$ cat src/hdl/grca_pkg.sv
// Package for the guest register cache allocator.
// Holds the table sizes, the allocation order and the mode, move and error codes.
// No dependencies.
package grca_pkg;

	localparam int GUEST_REGS_DEF = 32;
	localparam int HOST_REGS_DEF = 16;
	localparam int ORDER_LENGTH_DEF = 9;

	localparam logic [3:0] MODE_MAP = 4'd0;
	localparam logic [3:0] MODE_STORE = 4'd1;
	localparam logic [3:0] MODE_SETIMM = 4'd2;
	localparam logic [3:0] MODE_DISCARD = 4'd3;
	localparam logic [3:0] MODE_KILLIMM = 4'd4;
	localparam logic [3:0] MODE_FLUSH = 4'd5;
	localparam logic [3:0] MODE_LOCKGUEST = 4'd6;
	localparam logic [3:0] MODE_LOCKHOST = 4'd7;
	localparam logic [3:0] MODE_UNLOCKGUESTS = 4'd8;
	localparam logic [3:0] MODE_UNLOCKHOSTS = 4'd9;
	localparam logic [3:0] MODE_FLUSHHOST = 4'd10;
	localparam logic [3:0] MODE_QUERY = 4'd11;

	localparam logic [2:0] MOVE_NONE = 3'd0;
	localparam logic [2:0] MOVE_LOAD_SLOT = 3'd1;
	localparam logic [2:0] MOVE_LOAD_CONST = 3'd2;
	localparam logic [2:0] MOVE_STORE_HOST = 3'd3;
	localparam logic [2:0] MOVE_STORE_CONST = 3'd4;

	localparam logic [2:0] ERR_OK = 3'd0;
	localparam logic [2:0] ERR_OUT_OF_REGS = 3'd1;
	localparam logic [2:0] ERR_HOST_LOCKED = 3'd2;
	localparam logic [2:0] ERR_NO_HOST = 3'd3;
	localparam logic [2:0] ERR_LOCK_AT_FLUSH = 3'd4;

	localparam logic [1:0] LOC_SLOT = 2'd0;
	localparam logic [1:0] LOC_CONST = 2'd1;
	localparam logic [1:0] LOC_HOST = 2'd2;

	localparam logic [3:0] ALLOC_ORDER [16] = '{
		4'd6, 4'd7, 4'd13, 4'd14, 4'd8, 4'd9, 4'd10, 4'd11, 4'd12,
		4'd0, 4'd0, 4'd0, 4'd0, 4'd0, 4'd0, 4'd0
	};

	typedef struct packed {
		logic [1:0] loc;
		logic [31:0] imm;
		logic [3:0] host;
	} guest_entry_t;

endpackage

$ cat src/hdl/grca_ram.sv
// Generic single-port synchronous RAM with a registered read.
// No dependencies.
module grca_ram #(
	parameter int WIDTH = 8,
	parameter int DEPTH = 16
) (
	input logic clk,
	input logic we,
	input logic [$clog2(DEPTH)-1:0] addr,
	input logic [WIDTH-1:0] wdata,
	output logic [WIDTH-1:0] rdata
);

	logic [WIDTH-1:0] mem [DEPTH];

	always_ff @(posedge clk) begin
		if (we) begin
			mem[addr] <= wdata;
		end
		rdata <= mem[addr];
	end

endmodule

$ cat src/hdl/guest_register_cache_allocator.sv
// Guest register cache allocator, top level.
// Uses grca_pkg and grca_ram for the guest table.
//
// Usage: one operation is a transfer on the input channel (mode, guest_reg,
// host_reg, imm_value, do_load, make_dirty). It yields zero or more move items
// on the output channel, then one status item with last set. Guest entries
// (location, constant, host index) live in a synchronous RAM with a registered
// read; guest lock bits and the host table are in flip-flops so that reset
// clears them at once. A guest entry that is not valid reads as in its slot.
// Simple modes go through the read, execute and status states. Map scans the
// allocation order one entry a cycle, first for a free host and then for one
// it may take or spill; a spill stores the old owner back before the load.
// Flush walks every guest entry in turn. Every move item holds the block
// until it is taken. One operation is handled at a time; the RAM port is the
// limiting resource. When the receiver stalls the block holds its result
// and waits. Reset empties all tables with no clearing pass.
module guest_register_cache_allocator #(
	parameter int GUEST_REGS = grca_pkg::GUEST_REGS_DEF,
	parameter int HOST_REGS = grca_pkg::HOST_REGS_DEF,
	parameter int ORDER_LENGTH = grca_pkg::ORDER_LENGTH_DEF
) (
	input logic clk,
	input logic arst_n,
	input logic in_valid,
	output logic in_ready,
	input logic [3:0] mode,
	input logic [4:0] guest_reg,
	input logic [3:0] host_reg,
	input logic [31:0] imm_value,
	input logic do_load,
	input logic make_dirty,
	output logic out_valid,
	input logic out_ready,
	output logic [2:0] move_kind,
	output logic [3:0] move_host,
	output logic [4:0] move_guest,
	output logic [31:0] value,
	output logic is_constant,
	output logic [2:0] error,
	output logic last
);
	import grca_pkg::*;

	localparam int GW = $clog2(GUEST_REGS);
	localparam int HW = $clog2(HOST_REGS);
	localparam int OW = $clog2(ORDER_LENGTH + 1);

	typedef enum logic [3:0] {
		ST_IDLE, ST_READ, ST_EXEC, ST_SCAN_FREE, ST_SCAN_OWN, ST_SPILL_RD, ST_SPILL,
		ST_FLUSH_RD, ST_FLUSH, ST_EMIT, ST_STATUS, ST_MOVE_WAIT
	} state_t;

	state_t state_q, ret_q;
	logic [3:0] mode_q;
	logic [4:0] g_q;
	logic [3:0] h_q;
	logic [31:0] imm_q;
	logic load_q, dirty_q;
	logic [2:0] err_q;
	logic [OW-1:0] idx_q;
	logic [4:0] fidx_q;
	logic [3:0] alloc_q;
	guest_entry_t gent_q;

	logic [GUEST_REGS-1:0] gvalid_q, glock_q;
	logic [HOST_REGS-1:0] hfree_q, hdirty_q, hlock_q, howned_q;
	logic [4:0] howner_q [HOST_REGS];

	logic ram_we;
	logic [GW-1:0] ram_addr;
	guest_entry_t ram_wdata, ram_rdata, rd_ent;
	logic rd_valid_q;

	grca_ram #(.WIDTH($bits(guest_entry_t)), .DEPTH(GUEST_REGS)) u_gtab (
		.clk(clk), .we(ram_we), .addr(ram_addr), .wdata(ram_wdata), .rdata(ram_rdata)
	);

	assign rd_ent = rd_valid_q ? ram_rdata : '{loc: LOC_SLOT, imm: 32'd0, host: 4'd0};
	assign in_ready = (state_q == ST_IDLE);

	logic [3:0] oh;
	logic oh_ok;
	assign oh = ALLOC_ORDER[idx_q[3:0]];
	assign oh_ok = ({28'd0, oh} < HOST_REGS) && !hlock_q[oh[HW-1:0]];

	logic [4:0] fg;
	assign fg = fidx_q;

	always_comb begin
		ram_we = 1'b0;
		ram_addr = g_q[GW-1:0];
		ram_wdata = '{loc: LOC_SLOT, imm: 32'd0, host: 4'd0};
		case (state_q)
			ST_IDLE: ram_addr = guest_reg[GW-1:0];
			ST_SCAN_OWN: ram_addr = howner_q[oh[HW-1:0]][GW-1:0];
			ST_SPILL_RD, ST_SPILL: ram_addr = howner_q[alloc_q[HW-1:0]][GW-1:0];
			ST_FLUSH_RD, ST_FLUSH: ram_addr = fg[GW-1:0];
			default: ram_addr = g_q[GW-1:0];
		endcase
		if (state_q == ST_SPILL || state_q == ST_FLUSH) begin
			ram_we = 1'b1;
		end else if (state_q == ST_EMIT) begin
			ram_we = 1'b1;
			ram_wdata = '{loc: LOC_HOST, imm: 32'd0, host: alloc_q};
		end else if (state_q == ST_EXEC && {27'd0, g_q} < GUEST_REGS) begin
			case (mode_q)
				MODE_STORE: ram_we = 1'b1;
				MODE_DISCARD: begin
					ram_we = (rd_ent.loc == LOC_HOST);
					ram_wdata = rd_ent;
					ram_wdata.loc = (rd_ent.loc == LOC_HOST) ? LOC_SLOT : rd_ent.loc;
					ram_wdata.host = 4'd0;
				end
				MODE_SETIMM: begin
					ram_we = 1'b1;
					ram_wdata = '{loc: LOC_CONST, imm: (g_q == 5'd0) ? 32'd0 : imm_q,
						host: 4'd0};
				end
				default: ram_we = 1'b0;
			endcase
		end
	end

	task automatic put_move(input logic [2:0] k, input logic [3:0] hh, input logic [4:0] gg,
		input logic [31:0] v, input state_t nxt);
		begin
			out_valid <= 1'b1;
			move_kind <= k;
			move_host <= hh;
			move_guest <= gg;
			value <= v;
			is_constant <= 1'b0;
			error <= ERR_OK;
			last <= 1'b0;
			ret_q <= nxt;
			state_q <= ST_MOVE_WAIT;
		end
	endtask

	always_ff @(posedge clk or negedge arst_n) begin
		if (!arst_n) begin
			state_q <= ST_IDLE;
			ret_q <= ST_IDLE;
			out_valid <= 1'b0;
			rd_valid_q <= 1'b0;
			gvalid_q <= '0;
			glock_q <= '0;
			hfree_q <= '1;
			hdirty_q <= '0;
			hlock_q <= '0;
			howned_q <= '0;
			for (int i = 0; i < HOST_REGS; i++) howner_q[i] <= 5'd0;
		end else begin
			rd_valid_q <= gvalid_q[ram_addr];
			if (ram_we) gvalid_q[ram_addr] <= 1'b1;
			case (state_q)
				ST_IDLE: begin
					if (in_valid) begin
						mode_q <= mode; g_q <= guest_reg; h_q <= host_reg; imm_q <= imm_value;
						load_q <= do_load; dirty_q <= make_dirty; err_q <= ERR_OK;
						idx_q <= '0; fidx_q <= 5'd0;
						state_q <= ST_READ;
					end
				end
				ST_READ: state_q <= ST_EXEC;
				ST_EXEC: begin
					state_q <= ST_STATUS;
					is_constant <= 1'b0;
					value <= 32'd0;
					if ({27'd0, g_q} < GUEST_REGS) begin
						case (mode_q)
							MODE_MAP, MODE_KILLIMM: begin
								if (rd_ent.loc == LOC_HOST) begin
									if (dirty_q) hdirty_q[rd_ent.host[HW-1:0]] <= 1'b1;
									if (mode_q == MODE_MAP && hlock_q[rd_ent.host[HW-1:0]])
										err_q <= ERR_HOST_LOCKED;
								end else if (mode_q == MODE_MAP || rd_ent.loc == LOC_CONST) begin
									gent_q <= rd_ent;
									state_q <= ST_SCAN_FREE;
								end
							end
							MODE_STORE: begin
								if (rd_ent.loc == LOC_HOST) begin
									hfree_q[rd_ent.host[HW-1:0]] <= 1'b1;
									hdirty_q[rd_ent.host[HW-1:0]] <= 1'b0;
									howned_q[rd_ent.host[HW-1:0]] <= 1'b0;
									howner_q[rd_ent.host[HW-1:0]] <= 5'd0;
									if (hdirty_q[rd_ent.host[HW-1:0]] && g_q != 5'd0)
										put_move(MOVE_STORE_HOST, rd_ent.host, g_q, 32'd0,
											ST_STATUS);
								end else if (rd_ent.loc == LOC_CONST && g_q != 5'd0)
									put_move(MOVE_STORE_CONST, 4'd0, g_q, rd_ent.imm, ST_STATUS);
							end
							MODE_SETIMM, MODE_DISCARD: begin
								if (rd_ent.loc == LOC_HOST) begin
									hfree_q[rd_ent.host[HW-1:0]] <= 1'b1;
									hdirty_q[rd_ent.host[HW-1:0]] <= 1'b0;
									howned_q[rd_ent.host[HW-1:0]] <= 1'b0;
									howner_q[rd_ent.host[HW-1:0]] <= 5'd0;
								end
							end
							MODE_LOCKGUEST: glock_q[g_q[GW-1:0]] <= 1'b1;
							MODE_QUERY: begin
								if (g_q == 5'd0) is_constant <= 1'b1;
								else if (rd_ent.loc == LOC_CONST) begin
									is_constant <= 1'b1;
									value <= rd_ent.imm;
								end
							end
							default: ;
						endcase
					end
					case (mode_q)
						MODE_FLUSH: begin
							if (|hlock_q || |glock_q) err_q <= ERR_LOCK_AT_FLUSH;
							state_q <= ST_FLUSH_RD;
						end
						MODE_LOCKHOST: begin
							if ({28'd0, h_q} >= HOST_REGS) err_q <= ERR_NO_HOST;
							else begin
								if (hlock_q[h_q[HW-1:0]]) err_q <= ERR_HOST_LOCKED;
								hlock_q[h_q[HW-1:0]] <= 1'b1;
							end
						end
						MODE_UNLOCKGUESTS: glock_q <= '0;
						MODE_UNLOCKHOSTS: hlock_q <= '0;
						MODE_FLUSHHOST: begin
							if ({28'd0, h_q} >= HOST_REGS) err_q <= ERR_NO_HOST;
							else if (!hfree_q[h_q[HW-1:0]] && howned_q[h_q[HW-1:0]]) begin
								fidx_q <= howner_q[h_q[HW-1:0]];
								state_q <= ST_FLUSH_RD;
							end
						end
						default: ;
					endcase
				end
				ST_SCAN_FREE: begin
					if ({{(32-OW){1'b0}}, idx_q} >= ORDER_LENGTH) begin
						idx_q <= '0;
						state_q <= ST_SCAN_OWN;
					end else if (oh_ok && hfree_q[oh[HW-1:0]]) begin
						alloc_q <= oh;
						state_q <= ST_EMIT;
					end else idx_q <= idx_q + 1'b1;
				end
				ST_SCAN_OWN: begin
					if ({{(32-OW){1'b0}}, idx_q} >= ORDER_LENGTH) begin
						err_q <= ERR_OUT_OF_REGS;
						state_q <= ST_STATUS;
					end else if (oh_ok && !howned_q[oh[HW-1:0]]) begin
						alloc_q <= oh;
						state_q <= ST_EMIT;
					end else if (oh_ok && !glock_q[howner_q[oh[HW-1:0]][GW-1:0]]) begin
						alloc_q <= oh;
						state_q <= ST_SPILL_RD;
					end else idx_q <= idx_q + 1'b1;
				end
				ST_SPILL_RD: state_q <= ST_SPILL;
				ST_SPILL, ST_FLUSH: begin
					if (state_q == ST_SPILL) ret_q <= ST_EMIT;
					else if (mode_q == MODE_FLUSH && {27'd0, fidx_q} < GUEST_REGS - 1)
						ret_q <= ST_FLUSH_RD;
					else ret_q <= ST_STATUS;
					state_q <= (state_q == ST_SPILL) ? ST_EMIT :
						((mode_q == MODE_FLUSH && {27'd0, fidx_q} < GUEST_REGS - 1)
						? ST_FLUSH_RD : ST_STATUS);
					if (state_q == ST_FLUSH) fidx_q <= fidx_q + 5'd1;
					if (rd_ent.loc == LOC_HOST) begin
						hfree_q[rd_ent.host[HW-1:0]] <= 1'b1;
						hdirty_q[rd_ent.host[HW-1:0]] <= 1'b0;
						howned_q[rd_ent.host[HW-1:0]] <= 1'b0;
						howner_q[rd_ent.host[HW-1:0]] <= 5'd0;
						if (hdirty_q[rd_ent.host[HW-1:0]] && ram_addr != '0)
							put_move(MOVE_STORE_HOST, rd_ent.host, 5'(ram_addr), 32'd0,
								(state_q == ST_SPILL) ? ST_EMIT :
								((mode_q == MODE_FLUSH && {27'd0, fidx_q} < GUEST_REGS - 1)
								? ST_FLUSH_RD : ST_STATUS));
					end else if (rd_ent.loc == LOC_CONST && ram_addr != '0)
						put_move(MOVE_STORE_CONST, 4'd0, 5'(ram_addr), rd_ent.imm,
							(state_q == ST_SPILL) ? ST_EMIT :
							((mode_q == MODE_FLUSH && {27'd0, fidx_q} < GUEST_REGS - 1)
							? ST_FLUSH_RD : ST_STATUS));
				end
				ST_FLUSH_RD: state_q <= ST_FLUSH;
				ST_EMIT: begin
					hfree_q[alloc_q[HW-1:0]] <= 1'b0;
					howned_q[alloc_q[HW-1:0]] <= 1'b1;
					howner_q[alloc_q[HW-1:0]] <= g_q;
					hdirty_q[alloc_q[HW-1:0]] <= dirty_q || gent_q.loc == LOC_CONST;
					state_q <= ST_STATUS;
					if (load_q) begin
						if (g_q == 5'd0)
							put_move(MOVE_LOAD_CONST, alloc_q, g_q, 32'd0, ST_STATUS);
						else if (gent_q.loc == LOC_CONST)
							put_move(MOVE_LOAD_CONST, alloc_q, g_q, gent_q.imm, ST_STATUS);
						else put_move(MOVE_LOAD_SLOT, alloc_q, g_q, 32'd0, ST_STATUS);
					end
				end
				ST_STATUS: begin
					out_valid <= 1'b1;
					move_kind <= MOVE_NONE;
					move_host <= 4'd0;
					move_guest <= 5'd0;
					error <= err_q;
					last <= 1'b1;
					if (mode_q != MODE_QUERY) begin
						value <= 32'd0;
						is_constant <= 1'b0;
					end
					ret_q <= ST_IDLE;
					state_q <= ST_MOVE_WAIT;
				end
				ST_MOVE_WAIT: begin
					if (out_ready) begin
						out_valid <= 1'b0;
						state_q <= ret_q;
					end
				end
				default: state_q <= ST_IDLE;
			endcase
		end
	end

`ifndef SYNTHESIS
	a_no_accept_busy: assert property (@(posedge clk) disable iff (!arst_n)
		out_valid |-> !in_ready) else $error("input taken while result pending");
	a_hold: assert property (@(posedge clk) disable iff (!arst_n)
		(out_valid && !out_ready) |=> (out_valid && $stable(move_kind) && $stable(last)))
		else $error("result changed under stall");
	a_status_ok: assert property (@(posedge clk) disable iff (!arst_n)
		(out_valid && !last) |-> (error == ERR_OK && move_kind != MOVE_NONE))
		else $error("bad move item");
`endif

endmodule

$ cat config.mk
export PLATFORM = sky130hd
export DESIGN_NAME = guest_register_cache_allocator
export DESIGN_NICKNAME = d
export VERILOG_FILES = /design/src/hdl/grca_pkg.sv /design/src/hdl/grca_ram.sv /design/src/hdl/guest_register_cache_allocator.sv
export SDC_FILE = /design/constraint.sdc
export NUM_CORES = 2
export LEC_CHECK = 0
export BUFFER_PORTS_ARGS = -buffer_cell sky130_fd_sc_hd__buf_2
export CORE_MARGIN = 2
export CORE_UTILIZATION = 60
export DETAILED_ROUTE_END_ITERATION = 8
export GPL_TIMING_DRIVEN = 0
export PLACE_DENSITY_LB_ADDON = 0.2
export SLEW_MARGIN = 20
export SYNTH_ARGS = -nofsm -noshare
export SYNTH_HDL_FRONTEND = slang
export SYNTH_SLANG_ARGS = --single-unit
$ cat constraint.sdc
create_clock -name clk -period 8.2 [get_ports clk]
set_input_delay 1.64 -clock clk [delete_from_list [all_inputs] [get_ports clk]]
set_output_delay 1.64 -clock clk [all_outputs]
set_load 0.03 [all_outputs]
==> results.toml <==
[power_and_ir_drop]
ir_worst_vdd_mv = 0.322
leakagePower_nw = 26.9
p_clk_frac = 0.259
power.density_nw_per_um2 = 377
combPwrFrac = 0.378
sw_frac_of_total = 0.374
power_switching_mw = 10.6
pwr-share-seq = 0.363
p_int_mw = 17.7

[timing]
maxSlewHeadroom = 0.166
rsz0062_at_grt = "no"
whs_ps = 460
setup_violations = 0
hold_viol = 0
fin_setup_tns_ps = 0
fin_crit_sh = 0.908
finalMaxSlewViolations = 0
fin_worst_skew_ps = 35.2
worst_pin_slew_ps = 1250
fin_ws_ps = 750
period_needed_ps = 7450
fmax_ghz = 0.134

[die]
die_h_microns = 335
die_w_microns = 335
rows = 121
coreArea_sq_um = 109000
pin_count = 102
die_area_sq_um = 112000
start_util = 0.604

[grt]
gr-total-overflow = 0
track_usage = 0.389
grt_pass1_vias = 39700
grt_start_max_net_pins = 89
antenna_found_initial = 11
grt_pass1_wl_microns = 301000

[worst_setup_path]
slowest_delay_ps = 780
worstSetupStartpointType = "register"
crit_type = "register to register"
worstPathArrival_ps = 7930
cp-end-kind = "register"
crit_path_top_delay_cell = "nor3_2"
critPathMaxFanout = 11
crit_required_ps = 8680
cp_common_cell = "buf_4"
worstPathCellList = "clkbuf_1 > inv_1 > ha_1 > mux2i_1 > o21ai_0 > a32oi_1 > a211oi_1 > and2_1 > o21ai_0 > buf_4 > buf_2 > nand3b_1 > nor3_2 > buf_4 > buf_4 > buf_6 > buf_4 > buf_4"

[clock_tree]
clk_pin_slew_worst_paths_ps = 60
cts.path.max_buffers = 3
ctsHoldBuffers = 0
clk_latency_ps = 780
htree_levels = 4
ctsResizeCount = 0
root_buffer = "clkbuf_16"
cts_tree = "built"
clock-sinks = 1618
cts_setup_buffers = 0
cts_buffers = 161

[detailed_routing]
vias = 41600
wire_per_inst_microns = 38.4
finalWirelength_microns = 216000
postRouteAntennaNets = 0
drt_iter0_drc = 7664
via_per_inst = 7.40
drt-pass1-iter-count = 9
drc = 0

[synthesis]
syn_inst = 3670
synth_area_sq_um = 65600
synth_top_area_cell = "edfxtp_1"
ys_warn_count = 0
yosysSeqAreaShare = 0.719
ys_ff_latch = 1618
synth_top_cell_area_share = 0.624
synthFlopType = "edfxtp_1"
synth_edf_count = 1362
syn_area_per_cell_sq_um = 17.9
yosysMostFrequentCell = "edfxtp_1"
syn_nets = 3727
ys_types = 79
ys_top_cells_by_area = "edfxtp_1 (62%), mux4_2 (13%), dfrtp_1 (7.7%)"
synthArstFlopShare = 0.135
yosys-top-cells-count = "edfxtp_1 (1362), mux4_2 (387), nor2_1 (263)"

[placed_design]
io_buffers = 101
dpl_cell_area_sq_um = 69900
place_congestion = 0.959
place_inst = 5323
dp_worst_setup_slack_ps = 1140
place_hpwl_microns = 139000

[layout]
finalInstanceArea_sq_um = 75100
syn_to_final_growth_pct = 14.6
final_layout_size_suffix_gt1_frac = 0.256
num-fill-cells = 6855
nNetsFinal = 4129
layout.cells.non_filler = 5625

[hold_path]
hold_class = "register to register"

[run]
drv_cap = 0

[status]
status = "finished clean"
## worst paths after layout
kind	from	end	slack [ps]	cells after the start
min in group asynchronous	arst_n	howner_q[40]	760	1
setup reg to reg	idx_q[1]	u_gtab.mem[11][20]	750	18
setup / recovery	idx_q[1]	u_gtab.mem[11][20]	750	18
hold reg to reg	gvalid_q[5]	gvalid_q[5]	460	1
hold / removal	gvalid_q[5]	gvalid_q[5]	460	1
max in group asynchronous	arst_n	gvalid_q[12]	6150	3
## worst max-delay path, delay by kind of cell, from the launching register on
family,cells,cell delay (ps)
buf+inv,9,2680
simple gates,3,1580
compound gates,4,1380
mux,1,710
flops,1,400
fa+ha+maj,1,360
## per-stage QoR
stage,power [mW],util
finish,28.3,0.692
global route,28.8,0.692
CTS,27.9,0.692
detailed placement,20.7,0.644
global placement,20.4,0.625
floorplan,16.4,-
## final cells by class
class                      instances  area [sq um]  share of cell area
clock inverter                    76           717             0.00954
sequential                      1618         47100               0.627
clock buffer                     220          4490              0.0597
buffer                           226          1050              0.0140
tap                             1414          1770              0.0235
antenna                            6          15.0            0.000200
multi-input combinational       1788         17500               0.233
timing repair buffer             239          2280              0.0304
inverter                          38           143             0.00190
## registers in the layout (all words and copies together), names as in the netlist, 4 cells and up
register,cells
move_host,4
hfree_q,16
imm_q,32
howned_q,16
state_q,4
u_gtab.mem,1216
howner_q,80
g_q,5
value,32
gvalid_q,32
ret_q,4
mode_q,4
move_guest,5
h_q,4
glock_q,32
fg,5
gent_q,34
idx_q,4
hdirty_q,16
alloc_q,4
hlock_q,16
u_gtab.rdata,38
## power groups by stage
stage | Combinational (mW) | Clock (mW) | Sequential, mW
global route | 10.9 | 7.61 | 10.3
CTS | 10.4 | 7.30 | 10.3
floorplan | 6.01 | 0 | 10.4
detailed placement | 10.3 | 0 | 10.4
finish | 10.7 | 7.32 | 10.3
global placement | 9.90 | 0 | 10.5
## per-layer routing
layer	vias to the layer above	routed length [microns]	part of all wire	GRT usage
met2	3917	95300	0.44	0.566
met1	21100	76200	0.35	0.548
met4	10	12200	0.056	0.183
li1	15800	-	-	-
met5	-	399	0.0018	0
met3	726	31900	0.15	0.116
## cell usage in the layout (no fill, tap or decap), types with 22 or more instances in the layout
cell type	netlist	routed
a21oi_1	118	117
a22o_1	83	83
a22oi_1	227	227
and2_1	64	40
and2_4	0	24
buf_2	27	144
buf_4	32	81
buf_6	3	29
clkbuf_1	139	159
clkbuf_16	0	165
clkbuf_2	0	22
clkinv_1	1	28
clkinv_2	0	24
dfrtp_1	202	202
dfxtp_1	38	38
edfxtp_1	1362	1362
inv_1	36	36
mux4_2	387	387
nand2_1	94	94
nand3_1	37	37
nand4_1	46	46
nor2_1	263	231
nor2_2	0	32
nor2b_1	32	32
o21ai_0	88	88
o22a_1	26	26
## logic make-up after synthesis
family | synth area share
multiplexers | 0.138
flip-flops | 0.719
adder cells (fa/ha/maj) | 0.00114
AND/OR/NAND/NOR | 0.0513
buffers and inverters | 0.0178
XOR/XNOR | 0.000801
AO/OA/AOI/OAI | 0.0718
Power figures use the tool's default switching activity.
